$ cat src/hdl/cnv_pkg.sv
// Shared types and constants of the 3x3 valid convolution block.
// No dependencies; every other file refers to this package by scoped names.
package cnv_pkg;

    localparam int DATA_W          = 32;
    localparam int TAPS            = 9;
    localparam int MAX_COLUMNS_DEF = 64;
    localparam int MAX_ROWS        = 4096;
    localparam int COLS_W          = 7;
    localparam int ROW_W           = 13;

    localparam int CFG_IDX_W  = 3;
    localparam int CFG_DATA_W = 64;

    // Register indexes of the configuration port.
    localparam logic [CFG_IDX_W-1:0] REG_COEF_PAIR_0 = 3'd0;
    localparam logic [CFG_IDX_W-1:0] REG_COEF_PAIR_1 = 3'd1;
    localparam logic [CFG_IDX_W-1:0] REG_COEF_PAIR_2 = 3'd2;
    localparam logic [CFG_IDX_W-1:0] REG_COEF_PAIR_3 = 3'd3;
    localparam logic [CFG_IDX_W-1:0] REG_COEF_LAST   = 3'd4;
    localparam logic [CFG_IDX_W-1:0] REG_OUT_COLUMNS = 3'd5;
    localparam logic [CFG_IDX_W-1:0] REG_OUT_ROWS    = 3'd6;

    // Queue between front and back; the depth must be a power of two.
    localparam int QUEUE_DEPTH = 2;

    typedef logic [TAPS-1:0][DATA_W-1:0] coef_t;

    typedef struct packed {
        logic [COLS_W-1:0] cols;
        logic [ROW_W-1:0]  rows;
    } geom_t;

    // One complete 3x3 window, taps in coefficient order.
    typedef struct packed {
        logic [TAPS-1:0][DATA_W-1:0] taps;
        logic                        last;
    } window_t;

endpackage

$ cat src/hdl/cnv_queue.sv
// Short queue of complete windows between the front end and the arithmetic.
// Uses cnv_pkg for the window type and the depth.
module cnv_queue (
    input  logic             clk,
    input  logic             rst_n,
    input  logic             in_valid,
    output logic             in_ready,
    input  cnv_pkg::window_t in_item,
    output logic             out_valid,
    input  logic             out_ready,
    output cnv_pkg::window_t out_item
);

    localparam int DEPTH = cnv_pkg::QUEUE_DEPTH;
    localparam int PTR_W = $clog2(DEPTH);

    cnv_pkg::window_t store [DEPTH];

    logic [PTR_W-1:0] wr_ptr_reg;
    logic [PTR_W-1:0] rd_ptr_reg;
    logic [PTR_W:0]   count_reg;
    logic             push;
    logic             pop;

    assign in_ready  = (count_reg != (PTR_W + 1)'(DEPTH));
    assign out_valid = (count_reg != '0);
    assign out_item  = store[rd_ptr_reg];
    assign push      = in_valid && in_ready;
    assign pop       = out_valid && out_ready;

    always_ff @(posedge clk or negedge rst_n)
    begin
        if (!rst_n)
        begin
            wr_ptr_reg <= '0;
            rd_ptr_reg <= '0;
            count_reg  <= '0;
        end
        else
        begin
            if (push)
                wr_ptr_reg <= wr_ptr_reg + PTR_W'(1);
            if (pop)
                rd_ptr_reg <= rd_ptr_reg + PTR_W'(1);
            if (push && !pop)
                count_reg <= count_reg + (PTR_W + 1)'(1);
            else if (pop && !push)
                count_reg <= count_reg - (PTR_W + 1)'(1);
        end
    end

    always_ff @(posedge clk)
    begin
        if (push)
            store[wr_ptr_reg] <= in_item;
    end

`ifndef SYNTHESIS
    a_no_overfill: assert property (@(posedge clk) disable iff (!rst_n)
        count_reg <= (PTR_W + 1)'(DEPTH))
        else $error("window queue holds more than its depth");

    a_push_counts: assert property (@(posedge clk) disable iff (!rst_n)
        (push && !pop) |=> (count_reg == $past(count_reg) + (PTR_W + 1)'(1)))
        else $error("window queue miscounted a push");
`endif

endmodule

$ cat config.mk
export PLATFORM = sky130hd
export DESIGN_NAME = cnv_queue
export DESIGN_NICKNAME = d
export VERILOG_FILES = /design/src/hdl/cnv_pkg.sv /design/src/hdl/cnv_queue.sv
export SDC_FILE = /design/constraint.sdc
export NUM_CORES = 1
export LEC_CHECK = 0
export BUFFER_PORTS_ARGS = -buffer_cell sky130_fd_sc_hd__buf_4
export CAP_MARGIN = 20
export CORE_AREA = 2 2 225 227
export DETAILED_ROUTE_END_ITERATION = 8
export DIE_AREA = 0 0 227 229
export PLACE_DENSITY = 0.7
export RECOVER_POWER = 50
export SLEW_MARGIN = 10
export SYNTH_ARGS = -nofsm -noshare
export SYNTH_HDL_FRONTEND = slang
export SYNTH_SLANG_ARGS = --single-unit
$ cat constraint.sdc
create_clock -name clk -period 17.77 [get_ports clk]
set_input_delay 1.777 -clock clk [delete_from_list [all_inputs] [get_ports clk]]
set_output_delay 1.777 -clock clk [all_outputs]
set_load 0.05 [all_outputs]
Word-level counts from Yosys, hierarchy flattened
Memory sizes are Yosys's and may differ from the RTL's.
Cells that the tools add are included.
- logic and storage cells: 21
- memories: 1
- flip-flop bits (word level): 4
- RAM bits: 578
- input port bits: 293
- muxes and demuxes: 4
- equal/unequal tests: 1
- add/subtract/negate cells: 4
- reduce and logical (&&, ||, !) cells: 8
- memory list (name ; depth ; width ; read ports ; clocked after Yosys merged registers in ; wr ports ; line ; text):
    store ; 2 ; 289 ; 1 ; 0 ; 1 ; cnv_queue.sv:17 ; cnv_pkg::window_t store [DEPTH];
- operators with widths (kind ; count):
    1-bit logical AND ; 4
    2-bit two-way mux ; 2
    2-bit nonzero test ; 2
    1-bit adder (second input constant) ; 2
    2-bit by 1-bit adder with 2-bit output (second input constant) ; 1
    1-bit logical NOT ; 2
    1-bit two-way mux ; 2
    2-bit inequality test (second input constant) ; 1
    2-bit by 1-bit subtractor with 2-bit output (second input constant) ; 1

Longest topological paths before layout
- word-level depth: 6
- gate-level depth with buffers: 7
- mapped depth without buffers: 7

Least setup slack after synthesis
Ideal clock, no wire load.
- kind: input to register
- from: input port in_valid
- to: memory store[0][0] (netlist bit) (enable)
- cell stages on the path: 2
- arrival time: 13.857 ns
- buffers on the path: 0
- path slack: 2.966 ns
- path through: nand2_1 > nor2_1
- word-level cells in the longest chain between the ends: 3
- ends and longest elaborated chain (element ; line ; text):
    start: declaration ; cnv_queue.sv:6 ; input logic in_valid,
    1-bit logical AND ; cnv_queue.sv:28 ; assign push = in_valid && in_ready;
    1-bit two-way mux ; cnv_queue.sv:54 ; if (push)
    1-bit two-way mux (implied by the code) ; cnv_queue.sv:55 ; store[wr_ptr_reg] <= in_item;
    end: declaration ; cnv_queue.sv:17 ;
Every way passes these cells.

Worst setup path after layout
- from: input port in_valid
- to: memory store[1][212] (netlist bit) (enable)
Same word-level chain as after synthesis.

==> results.py <==
metrics = {
    "outcome": {
        "run_status": "finished, violations left",
        "violations": "capacitance limit, slew limit",
    },
    "route": {
        "drc": 0,
        "wl_met1_um": 17400,
        "ant_nets": 0,
        "wl_per_cell_um": 21.4,
        "wl_met3_um": 5020,
        "routed_wl_um": 48400,
        "drtIter0Drc": 550,
        "route.met2.wl_um": 24500,
        "vias_per_cell": 4.78,
        "drtPass1Iterations": 4,
        "num_vias": 10800,
        "highest_layer": "met5",
    },
    "synth": {
        "synth-seq-cells": 582,
        "synth-simple-area-share_pct": 0.158,
        "synthTopCellsByCount": "edfxtp_1 (578), mux2_2 (189), mux2_4 (100), buf_2 (20), buf_6 (11)",
        "synth-compound-area-share_pct": 0,
        "yosysUniqueCellTypes": 16,
        "synth_fp_nets": 1211,
        "synth_fa_ha_area_share_pct": 0.0584,
        "yosysMostFrequentCell": "edfxtp_1",
        "synth_top_family_by_area": "multiplexers",
        "synth-seq-area-share_pct": 81.5,
        "synth_area_mm2": 0.0214,
        "synth_edf_count": 578,
        "synth_area_per_cell_um2": 23.3,
        "muxShareOfSynthArea_pct": 17.0,
        "yosysTopAreaCell": "edfxtp_1",
        "ys_async_sr_fraction_pct": 0.687,
        "netlist_instances": 917,
        "synth_top_area_share_pct": 81.1,
        "yosys_most_used_dff": "edfxtp_1",
        "synthXorXnorAreaFrac_pct": 0.205,
        "yosys-top-cells-area": "edfxtp_1 (81%), mux2_2 (9.9%), mux2_4 (7.0%)",
        "synth_warnings": 0,
    },
    "timing": {
        "post-route-period-util_pct": 50.7,
        "clock_skew_ns": 0.0143,
        "worst_slew_pin_slew_ns": 4.53,
        "maxSlewHeadroom_pct": -202,
        "rsz0062_at_grt": "no",
        "hold_ws_ns": 0.504,
        "finalSetupViolations": 0,
        "finalCriticalPeriod_ns": 9.00,
        "setup_slack_ns": 8.77,
        "timing.setup.tns_ns": 0,
        "finalMaxSlewViolations": 227,
        "hold_viol_final": 0,
        "fmax_ghz": 0.111,
    },
    "clock_network": {
        "htree_levels": 2,
        "clk_latency_ns": 0.60,
        "cts_tree": "yes",
        "clock-sinks": 582,
        "cts_resized": 0,
        "ctsLongestPathBuffers": 3,
        "cts_inserted_buffers": 58,
        "clk_pin_slew_ns": 0.06,
        "cts_hold_buffers": 0,
        "post-cts-setup-buffers": 0,
        "cts_root_buffer": "clkbuf_16",
    },
    "placed_design": {
        "placed_cell_area_mm2": 0.0265,
        "io_buffer_count": 583,
        "dpl.cell_count": 2151,
        "place_congestion": 0.778,
        "place_ws_ns": 12.02,
        "dp_hpwl_um": 33000,
    },
    "critical_path": {
        "crit_path_max_incr_delay_ns": 2.80,
        "regToRegStartpoint": "count_reg[0]$_DFFE_PN0P_",
        "setup.worst_path.end_class": "flip-flop",
        "rrSetupSlack_ns": 9.43,
        "cp_slowest_cell": "clkbuf_1",
        "critical_path_depth": 5,
        "cp_cell_sequence": "clkbuf_4 > and3_1 > clkbuf_1 > clkbuf_1 > buf_4",
        "cp_top_family": "buffers and inverters",
        "worstPathMaxFanout": 76,
        "setup.worst_path.class": "in -> reg",
        "cp-start-kind": "input port",
        "cp.required_ns": 17.98,
        "rr_worst_depth": 5,
        "crit_arrival_ns": 9.21,
        "crit_buf_inv": 4,
        "crit_top_cell": "clkbuf_1",
        "rr_endpoint": "store[1][212]$_DFFE_PP_",
        "timing.critical_path.to": "store[1][212]$_DFFE_PP_",
        "crit_path_start": "in_valid",
    },
    "global_route": {
        "gr-total-overflow": 0,
        "grt_pass1_vias": 11500,
        "grt_max_degree": 78,
        "grt_pass1_wl_um": 69300,
        "antenna_found_initial": 7,
        "track_usage_pct": 18.0,
    },
    "power_and_ir_drop": {
        "pwr_density_cell_mw_per_mm2": 203,
        "p_total_mw": 5.72,
        "p_leak_nw": 10.5,
        "worst_ir_drop_vdd_v": 0.000125,
    },
    "layout": {
        "final_net_count": 1834,
        "finalNonFillerCells": 2264,
        "syn_to_final_growth_pct": 31.5,
        "drive_above_1_share_pct": 55.9,
        "postLayoutCoreUtil_pct": 56.7,
        "largest_reg_flops": 578,
        "finalInstanceArea_mm2": 0.0282,
    },
    "min_path": {
        "hold_path_depth": 1,
        "hold_path.class": "reg -> reg",
    },
    "die": {
        "initial_core_util_pct": 43.1,
        "core_area_mm2": 0.0497,
        "die-width_um": 227,
        "die_area_mm2": 0.0520,
        "die-height_um": 229,
        "pin_count": 584,
        "num_rows": 82,
    },
    "job": {
        "maxCapViolations": 4,
    },
}
-- routing by layer --
metal  track usage, %  vias up
li1                 -     4940
met1             19.7     5364
met2             31.1      424
met3             7.61       89
met4             6.35        6
met5                0        -
-- worst min-delay path by stage --
stage / startpoint / to / slack, ns
floorplan: count_reg[1]$_DFFE_PN0P_ / count_reg[1]$_DFFE_PN0P_ / 0.46
global placement: count_reg[1]$_DFFE_PN0P_ / count_reg[1]$_DFFE_PN0P_ / 0.47
detailed placement: count_reg[1]$_DFFE_PN0P_ / count_reg[1]$_DFFE_PN0P_ / 0.49
CTS: count_reg[1]$_DFFE_PN0P_ / count_reg[1]$_DFFE_PN0P_ / 0.51
global route: count_reg[1]$_DFFE_PN0P_ / count_reg[1]$_DFFE_PN0P_ / 0.53
finish: count_reg[1]$_DFFE_PN0P_ / count_reg[1]$_DFFE_PN0P_ / 0.50
-- logic make-up (layout without fill, tap and decap cells) --
| logic type | Yosys count | in the layout |
|---|---|---|
| other | 0 | 4 |
| AND/OR/NAND/NOR | 7 | 7 |
| buffers and inverters | 33 | 704 |
| adder cells (fa/ha/maj) | 1 | 1 |
| XOR/XNOR | 5 | 5 |
| multiplexers | 289 | 289 |
| flip-flops | 582 | 582 |
-- final cells by class --
class	count	area [µm²]
Clock inverter	41	438
Clock buffer	67	1550
Sequential cell	582	17500
Antenna cell	4	10.0
Fill cell	3885	21500
Tap cell	672	841
Inverter	1	3.75
Multi-Input combinational cell	302	3720
Timing Repair Buffer	595	4130
-- worst reg2reg max path, stage by stage, from the launching register on --
cell,delay [ns]
dfrtp_1,0.41
nand2b_1,0.18
and3_1,0.75
clkbuf_1,2.56
clkbuf_1,2.81
buf_4,1.16
-- power breakdown --
| part | internal [mW] | switching (mW) |
|---|---|---|
| Clock | 0.753 | 0.505 |
| Sequential | 1.89 | 0.0912 |
| Combinational | 0.812 | 1.66 |
| Total | 3.45 | 2.26 |
-- placed cells by master, fill, tap and decap left out, drive strengths merged --
cell type  instances
or2                1
bufinv             9
inv                3
xnor2              3
clkinv            27
nand2b             1
nor2               2
buf              302
mux2             289
clkinvlp           3
diode              4
and3               1
edfxtp           578
dfrtp              4
clkbuf           360
nand2              2
ha                 1
xor2               2
(Power assumes the default switching activity.)
